<file path="src/sorted_insert_priority_queue_assert.svh">
`ifndef SORTED_INSERT_PRIORITY_QUEUE_ASSERT_SVH
`define SORTED_INSERT_PRIORITY_QUEUE_ASSERT_SVH

// same-cycle implication, checked out of reset
`define SIPQ_ASSERT_NOW(lbl, ante, cons, msg) \
  lbl: assert property (@(posedge clk) disable iff (rst) (ante) |-> (cons)) else $error(msg);

// next-cycle implication, checked out of reset
`define SIPQ_ASSERT_NEXT(lbl, ante, cons, msg) \
  lbl: assert property (@(posedge clk) disable iff (rst) (ante) |=> (cons)) else $error(msg);

`endif

</file>
<file path="src/sipq_pkg.sv">
package sipq_pkg;

  localparam int DEPTH_DEFAULT = 128;
  localparam int TAG_W = 16;
  localparam int PRI_W = 8;

  typedef enum logic [1:0] {
    STATUS_INSERTED,
    STATUS_REMOVED,
    STATUS_FULL,
    STATUS_EMPTY
  } status_t;

  typedef enum logic [2:0] {
    ST_IDLE,
    ST_SHIFT,
    ST_WRITE_NEW,
    ST_REM,
    ST_DONE
  } state_t;

  typedef struct packed {
    logic [TAG_W-1:0] tag;
    logic [PRI_W-1:0] pri;
  } entry_t;

endpackage

</file>
<file path="src/sipq_ram.sv">
module sipq_ram #(
  parameter int WIDTH = 24,
  parameter int DEPTH = 128
) (
  input  logic                     clk,
  input  logic                     we,
  input  logic [$clog2(DEPTH)-1:0] waddr,
  input  logic [WIDTH-1:0]         wdata,
  input  logic [$clog2(DEPTH)-1:0] raddr,
  output logic [WIDTH-1:0]         rdata
);

  logic [WIDTH-1:0] mem [DEPTH];

  always_ff @(posedge clk) begin
    if (we) begin
      mem[waddr] <= wdata;
    end
    rdata <= mem[raddr];
  end

endmodule

</file>
<file path="src/sorted_insert_priority_queue.sv">
// Priority queue of up to DEPTH entries (tag, priority), served highest priority first and
// in arrival order among equal priorities. Entries sit in one RAM used as a ring from a head
// pointer, kept sorted. Each request on the s_axis side (tuser 0 insert, 1 remove) gives one
// result on the m_axis side. A remove reads the head, registers the result and hands it
// off. An insert shifts back each stored entry of lower priority, then writes the new one:
// the RAM moves one of them back by one slot per cycle, a read of the next entry overlapping
// the write of the current one. A refused request goes straight to the hand-off.
// The next request is taken while a finished result still waits in the output register.
// No clearing pass is needed after reset.
module sorted_insert_priority_queue #(
  parameter int DEPTH = sipq_pkg::DEPTH_DEFAULT
) (
  input  logic        clk,
  input  logic        rst,
  input  logic        s_axis_tvalid,
  output logic        s_axis_tready,
  input  logic [23:0] s_axis_tdata,  // entry_tag[15:0], entry_priority[23:16]
  input  logic        s_axis_tuser,  // cmd
  output logic        m_axis_tvalid,
  input  logic        m_axis_tready,
  output logic [23:0] m_axis_tdata,  // head_tag[15:0], head_priority[23:16]
  output logic [1:0]  m_axis_tuser   // status
);

  localparam int AW = $clog2(DEPTH);
  localparam int CW = $clog2(DEPTH + 1);
  localparam int SW = AW + 1;
  localparam int EW = $bits(sipq_pkg::entry_t);

  sipq_pkg::state_t state, state_next;

  logic [CW-1:0] count;
  logic [CW-1:0] pos;
  logic [AW-1:0] head;
  sipq_pkg::entry_t new_entry;
  sipq_pkg::status_t res_status;
  sipq_pkg::entry_t res_entry;

  sipq_pkg::status_t out_status;
  sipq_pkg::entry_t out_entry;
  logic out_valid;

  logic accept;
  logic is_remove;
  logic full;
  logic empty;
  logic move;
  logic out_free;

  logic ram_we;
  logic [AW-1:0] ram_waddr;
  logic [AW-1:0] ram_raddr;
  sipq_pkg::entry_t ram_wdata;
  sipq_pkg::entry_t ram_rdata;

  function automatic logic [AW-1:0] wrap_addr(input logic [AW-1:0] base,
                                               input logic [CW-1:0] rel);
    logic [SW-1:0] sum;
    sum = {1'b0, base} + SW'(rel);
    if (sum >= SW'(DEPTH)) begin
      sum = sum - SW'(DEPTH);
    end
    return sum[AW-1:0];
  endfunction

  assign accept    = s_axis_tvalid && s_axis_tready;
  assign is_remove = s_axis_tuser;
  assign full      = (count == CW'(DEPTH));
  assign empty     = (count == '0);
  assign move      = (ram_rdata.pri < new_entry.pri);
  assign out_free  = !out_valid || m_axis_tready;

  assign s_axis_tready = (state == sipq_pkg::ST_IDLE);
  assign m_axis_tvalid = out_valid;
  assign m_axis_tdata  = {out_entry.pri, out_entry.tag};
  assign m_axis_tuser  = out_status;

  sipq_ram #(
    .WIDTH(EW),
    .DEPTH(DEPTH)
  ) u_ram (
    .clk  (clk),
    .we   (ram_we),
    .waddr(ram_waddr),
    .wdata(ram_wdata),
    .raddr(ram_raddr),
    .rdata(ram_rdata)
  );

  always_comb begin
    state_next = state;
    case (state)
      sipq_pkg::ST_IDLE: begin
        if (accept) begin
          if (is_remove) begin
            state_next = empty ? sipq_pkg::ST_DONE : sipq_pkg::ST_REM;
          end else if (full) begin
            state_next = sipq_pkg::ST_DONE;
          end else begin
            state_next = empty ? sipq_pkg::ST_WRITE_NEW : sipq_pkg::ST_SHIFT;
          end
        end
      end
      sipq_pkg::ST_SHIFT: begin
        if (!move) begin
          state_next = sipq_pkg::ST_DONE;
        end else if (pos == CW'(1)) begin
          state_next = sipq_pkg::ST_WRITE_NEW;
        end
      end
      sipq_pkg::ST_WRITE_NEW: state_next = sipq_pkg::ST_DONE;
      sipq_pkg::ST_REM:       state_next = sipq_pkg::ST_DONE;
      sipq_pkg::ST_DONE: begin
        if (out_free) begin
          state_next = sipq_pkg::ST_IDLE;
        end
      end
      default: state_next = sipq_pkg::ST_IDLE;
    endcase
  end

  always_comb begin
    ram_we    = 1'b0;
    ram_waddr = wrap_addr(head, pos);
    ram_wdata = new_entry;
    ram_raddr = head;
    case (state)
      sipq_pkg::ST_IDLE: begin
        if (accept && !is_remove && !empty) begin
          ram_raddr = wrap_addr(head, count - CW'(1));
        end
      end
      sipq_pkg::ST_SHIFT: begin
        ram_we = 1'b1;
        if (move) begin
          ram_wdata = ram_rdata;
          ram_raddr = wrap_addr(head, pos - CW'(2));
        end
      end
      sipq_pkg::ST_WRITE_NEW: ram_we = 1'b1;
      default: ram_we = 1'b0;
    endcase
  end

  always_ff @(posedge clk) begin
    if (rst) begin
      state     <= sipq_pkg::ST_IDLE;
      count     <= '0;
      head      <= '0;
      out_valid <= 1'b0;
    end else begin
      state <= state_next;
      case (state)
        sipq_pkg::ST_SHIFT: begin
          if (!move) begin
            count <= count + CW'(1);
          end
        end
        sipq_pkg::ST_WRITE_NEW: count <= count + CW'(1);
        sipq_pkg::ST_REM: begin
          count <= count - CW'(1);
          head  <= (head == AW'(DEPTH - 1)) ? '0 : head + AW'(1);
        end
        default: ;
      endcase
      if (state == sipq_pkg::ST_DONE && out_free) begin
        out_valid <= 1'b1;
      end else if (m_axis_tready) begin
        out_valid <= 1'b0;
      end
    end
  end

  always_ff @(posedge clk) begin
    case (state)
      sipq_pkg::ST_IDLE: begin
        if (accept) begin
          new_entry.tag <= s_axis_tdata[15:0];
          new_entry.pri <= s_axis_tdata[23:16];
          pos           <= count;
          res_entry     <= '0;
          if (is_remove) begin
            res_status <= sipq_pkg::STATUS_EMPTY;
          end else begin
            res_status <= full ? sipq_pkg::STATUS_FULL : sipq_pkg::STATUS_INSERTED;
          end
        end
      end
      sipq_pkg::ST_SHIFT: begin
        if (move) begin
          pos <= pos - CW'(1);
        end
      end
      sipq_pkg::ST_REM: begin
        res_status <= sipq_pkg::STATUS_REMOVED;
        res_entry  <= ram_rdata;
      end
      sipq_pkg::ST_DONE: begin
        if (out_free) begin
          out_status <= res_status;
          out_entry  <= res_entry;
        end
      end
      default: ;
    endcase
  end

`include "sorted_insert_priority_queue_assert.svh"

  `SIPQ_ASSERT_NOW(a_count_bound, 1'b1, count <= CW'(DEPTH), "entry count above depth")
  `SIPQ_ASSERT_NOW(a_shift_pos, state == sipq_pkg::ST_SHIFT, pos != '0, "shift at slot zero")
  `SIPQ_ASSERT_NOW(a_zero_data, m_axis_tvalid && m_axis_tuser != sipq_pkg::STATUS_REMOVED,
    m_axis_tdata == '0, "nonzero data on non-remove result")
  `SIPQ_ASSERT_NEXT(a_remove_path, accept && is_remove && !empty,
    state == sipq_pkg::ST_REM, "remove of live entry skipped head read")
  `SIPQ_ASSERT_NEXT(a_full_hold, accept && !is_remove && full,
    count == $past(count), "refused insert changed entry count")

endmodule
</file>
<file path="config.mk">
export PLATFORM = sky130hd
export DESIGN_NAME = sorted_insert_priority_queue
export DESIGN_NICKNAME = d
export VERILOG_FILES = /design/src/sipq_pkg.sv /design/src/sipq_ram.sv /design/src/sorted_insert_priority_queue.sv
export VERILOG_INCLUDE_DIRS = /design/src /design/src/src
export SDC_FILE = /design/constraint.sdc
export NUM_CORES = 2
export LEC_CHECK = 0
export BUFFER_PORTS_ARGS = -buffer_cell sky130_fd_sc_hd__buf_2
export CORE_MARGIN = 2
export CORE_UTILIZATION = 25
export DETAILED_ROUTE_END_ITERATION = 12
export MAX_ROUTING_LAYER = met4
export PLACE_DENSITY = 0.4
export SYNTH_ARGS = -nofsm -noshare
export SYNTH_HDL_FRONTEND = slang
export SYNTH_SLANG_ARGS = --single-unit
</file>
<file path="constraint.sdc">
create_clock -name clk -period 14.5 [get_ports clk]
set_clock_uncertainty 0.05 [all_clocks]
set_input_delay 1.45 -clock clk [delete_from_list [all_inputs] [get_ports clk]]
set_output_delay 1.45 -clock clk [all_outputs]
set_load 0.1 [all_outputs]
</file>
==> impl_summary.log <==
INFO  metric number_of_i_o_port_buffers = 56
INFO  metric vdd.ir_drop.worst = 0.109 mV
INFO  metric part_of_the_total_power_dissipated_in_combinational_logic = 23.7%
INFO  metric critical_path_arrival = 8.13 ns
INFO  metric synth.lib_cells_used.distinct = 58
INFO  metric most_frequently_used_flop_master_after_synthesis = edfxtp_1
INFO  metric clock_tree.htree_level_count = 5
INFO  metric drc_errors = 0
INFO  metric cap_viol_max_count = 1
INFO  metric chipHeight = 707 um
INFO  metric clk-insertion-delay-late = 0.98 ns
INFO  metric grt_overflow = 0
INFO  metric hpwl = 241 mm
INFO  metric mostFrequentLayoutCell = edfxtp_1
INFO  metric grt_pass1_vias = 70.3k
INFO  metric die_width = 707 um
INFO  metric worst_pin_slew = 1.52 ns
INFO  metric clk_pin_slew = 0.06 ns
INFO  metric area_delta_synth_final = 16.9%
INFO  metric maximum_number_of_pins_on_one_net_before_global_route_repair = 119
INFO  metric grt_setup_unrepaired = no
INFO  metric setup_fix_bufs_post_cts = 0
INFO  metric critical_path.endpoint_type = flip-flop
INFO  metric post_synth_instance_area = 124000 um^2
INFO  metric powerDensity = 188 nW/um^2
INFO  metric finalWirelength = 434 mm
INFO  metric clock_path_buffers = 4
INFO  metric initialDrtViolationCount = 7022
INFO  metric std_cell_rows = 258
INFO  metric route.vias.total = 71.3k
INFO  metric switching_power_total = 9120 uW
INFO  metric synth_seq_area_share = 77.4%
INFO  metric syn_area_per_cell = 16.2 um^2
INFO  metric post_drt_wl_per_cell = 29.6 um
INFO  metric place.detailed.instances = 14.0k
INFO  metric failing_checks = capacitance limit, slew limit
INFO  metric post_synth_inst_count = 7641
INFO  metric cts_made_buffers = 363
INFO  metric initial_core_util = 25.1%
INFO  metric post-route-period-util = 50.9%
INFO  metric critPathRequiredTime = 15.25 ns
INFO  metric instances_no_fill = 14.7k
INFO  metric crit_fanout = 97
INFO  metric worst-setup-path-type = flip-flop to flip-flop
INFO  metric clockPowerShare = 32.8%
INFO  metric via_per_inst = 4.86
INFO  metric placed_cell_area = 133000 um^2
INFO  metric synth.net_count = 7707
INFO  metric timing_max_transition_violations_final = 2
INFO  metric drt-pass1-iter-count = 6
INFO  metric worstPathCellList = inv_1, ha_1, o21a_1, nor2_1, o31ai_1, buf_4, o211ai_1, and2_4, buf_4, buf_12, buf_4, buf_4, mux2i_1, a32oi_1, nand4_1, a22o_1, nor4_2
INFO  metric ys_ff_latch = 3199
INFO  metric cts_num_sinks = 3199
INFO  metric routabilityCongestion = 0.816
INFO  metric final-hold-violation-count = 0
INFO  metric cts.repair.resized = 0
INFO  metric grt_usage = 17.3%
INFO  metric outcome = finished with violations
INFO  metric max_freq = 136 MHz
INFO  metric fill_cells = 48.6k
INFO  metric cts_tree = built
INFO  metric number_of_primary_i_o_pins = 57
INFO  metric fin_setup_tns = 0 ns
INFO  metric synthArstFlopShare = 0%
INFO  metric commonest_cells_after_routing_fill_and_taps_aside = edfxtp_1, nand2_1, mux2i_1
INFO  metric ant_nets = 0
INFO  metric final_cell_area = 144000 um^2
INFO  metric seq_power_share = 43.5%
INFO  metric root_buffer = clkbuf_16
INFO  metric initial_antenna_violation_count = 25
INFO  metric synth_edf_count = 3156
INFO  metric die_area = 500000 um^2
INFO  metric worstSetupStartpointType = flip-flop
INFO  metric relSlewSlack = -1.44%
INFO  metric layout.nets = 7932
INFO  metric final_period_demand_of_the_worst_path = 7.38 ns
INFO  metric post_route_cells_drive_above_1_share = 12.9%
INFO  metric crit_path_top_delay_cell = and2_4
INFO  metric final-setup-viol-count = 0
INFO  metric yosys_warnings = 0
INFO  metric largest_stage_delay_on_the_critical_path = 0.83 ns
INFO  metric power.static_leakage = 0.0461 uW
INFO  metric floorplan.core_area = 493000 um^2
INFO  metric number_of_buffers_inserted_for_hold_repair_after_clock_tree_synthesis = 0
INFO  metric internal_power = 18100 uW
INFO  metric wire_length_of_the_first_global_routing_pass = 592 mm
INFO  metric power_switching_share = 33.5%
INFO  metric hold_path_class = flip-flop to flip-flop
INFO  metric cp_common_cell = buf_4
[stage by stage]
stage	hold WS, ns	setup slack, ns	power (uW)	utilization, %
global route	0.365	6.82	28100	29.3
finish	0.352	7.12	27200	29.3
floorplan	0.350	6.69	15300	-
CTS	0.348	6.93	27500	29.3
global placement	0.355	6.48	18500	27.0
detailed placement	0.355	6.54	18600	27.0
[worst max-delay path, delay by kind of cell (launching register included)]
family	cells	cell delay, ns
buffers and inverters	6	3.07
muxes	1	0.17
and+or+nand+nor	4	1.78
AOI/OAI and AO/OA	5	1.30
DFF	1	0.39
adders and majority gates	1	0.25
[cell usage after synthesis (all sizes together) (5+ instances only)]
cell type | count | area, um^2
a21oi | 29 | 156
a22o | 71 | 622
a32oi | 769 | 6740
and2 | 26 | 163
and4 | 48 | 420
buf | 219 | 1130
clkbuf | 251 | 942
dfxtp | 43 | 861
edfxtp | 3156 | 94800
ha | 34 | 425
inv | 37 | 139
mux2i | 770 | 7710
nand2 | 1651 | 6200
nand2b | 7 | 51.3
nand3 | 7 | 35.0
nand4 | 152 | 951
nor2 | 179 | 674
nor3 | 17 | 85.1
nor3b | 6 | 55.1
nor4 | 27 | 328
o21ai | 24 | 120
o22ai | 26 | 176
or3 | 5 | 36.3
xnor2 | 35 | 307
xor2 | 10 | 87.6
[area by class of cell]
type | instances | area, um^2 | share of cell area [%]
inverter | 38 | 144 | 0.0996
clock buffer | 461 | 9740 | 6.74
tap | 6500 | 8130 | 5.63
sequential | 3199 | 95600 | 66.2
multi-input combinational | 3934 | 26600 | 18.4
timing repair buffer | 330 | 2530 | 1.75
clock inverter | 188 | 1630 | 1.13
antenna | 11 | 27.5 | 0.0191
[kinds of logic after synthesis]
group                      Yosys count  synth area share [%]
AOI/OAI and AO/OA                  948                  6.54
xor gates and xnor gates            45                 0.319
adders and majority gates           37                 0.393
buffers and inverters              508                  1.80
DFF                               3199                  77.4
muxes                              770                  6.24
and+or+nand+nor                   2134                  7.33
[power by group through the flow]
stage               clock, uW  sequential [uW]  combinational [uW]
floorplan                   0            12300                3040
detailed placement          0            12000                6520
global route             9460            11900                6780
CTS                      9100            11800                6530
global placement            0            12000                6430
finish                   8920            11800                6460
[sequential cells by signal (all words and copies together) (netlist names), 3 cells and up]
| signal | flops |
|---|---|
| new_entry | 24 |
| count | 8 |
| u_ram.mem | 3072 |
| res_entry | 24 |
| u_ram.rdata | 24 |
| m_axis_tdata | 24 |
| head | 7 |
| pos | 8 |
| state | 3 |
[worst paths after layout]
check                               end  slack (ns)  cells past startpoint                  startpoint
min reg2reg  m_axis_tdata[20]$_DFFE_PP_        0.35                      0  res_entry[4]$_SDFFCE_PN0P_
min          m_axis_tdata[20]$_DFFE_PP_        0.35                      0  res_entry[4]$_SDFFCE_PN0P_
max              u_ram.rdata[7]$_DFF_P_        7.12                     17      new_entry[2]$_DFFE_PP_
max reg2reg      u_ram.rdata[7]$_DFF_P_        7.12                     17      new_entry[2]$_DFFE_PP_
[per-layer routing]
layer	vias up	GRT usage, %	part of all wire, %
li1	30440	-	-
met1	38120	22.9	44
met2	2248	28.2	48
met3	488	2.16	5.3
met4	0	4.06	2.5
met5	-	-	0
(Power assumes the default switching activity.)
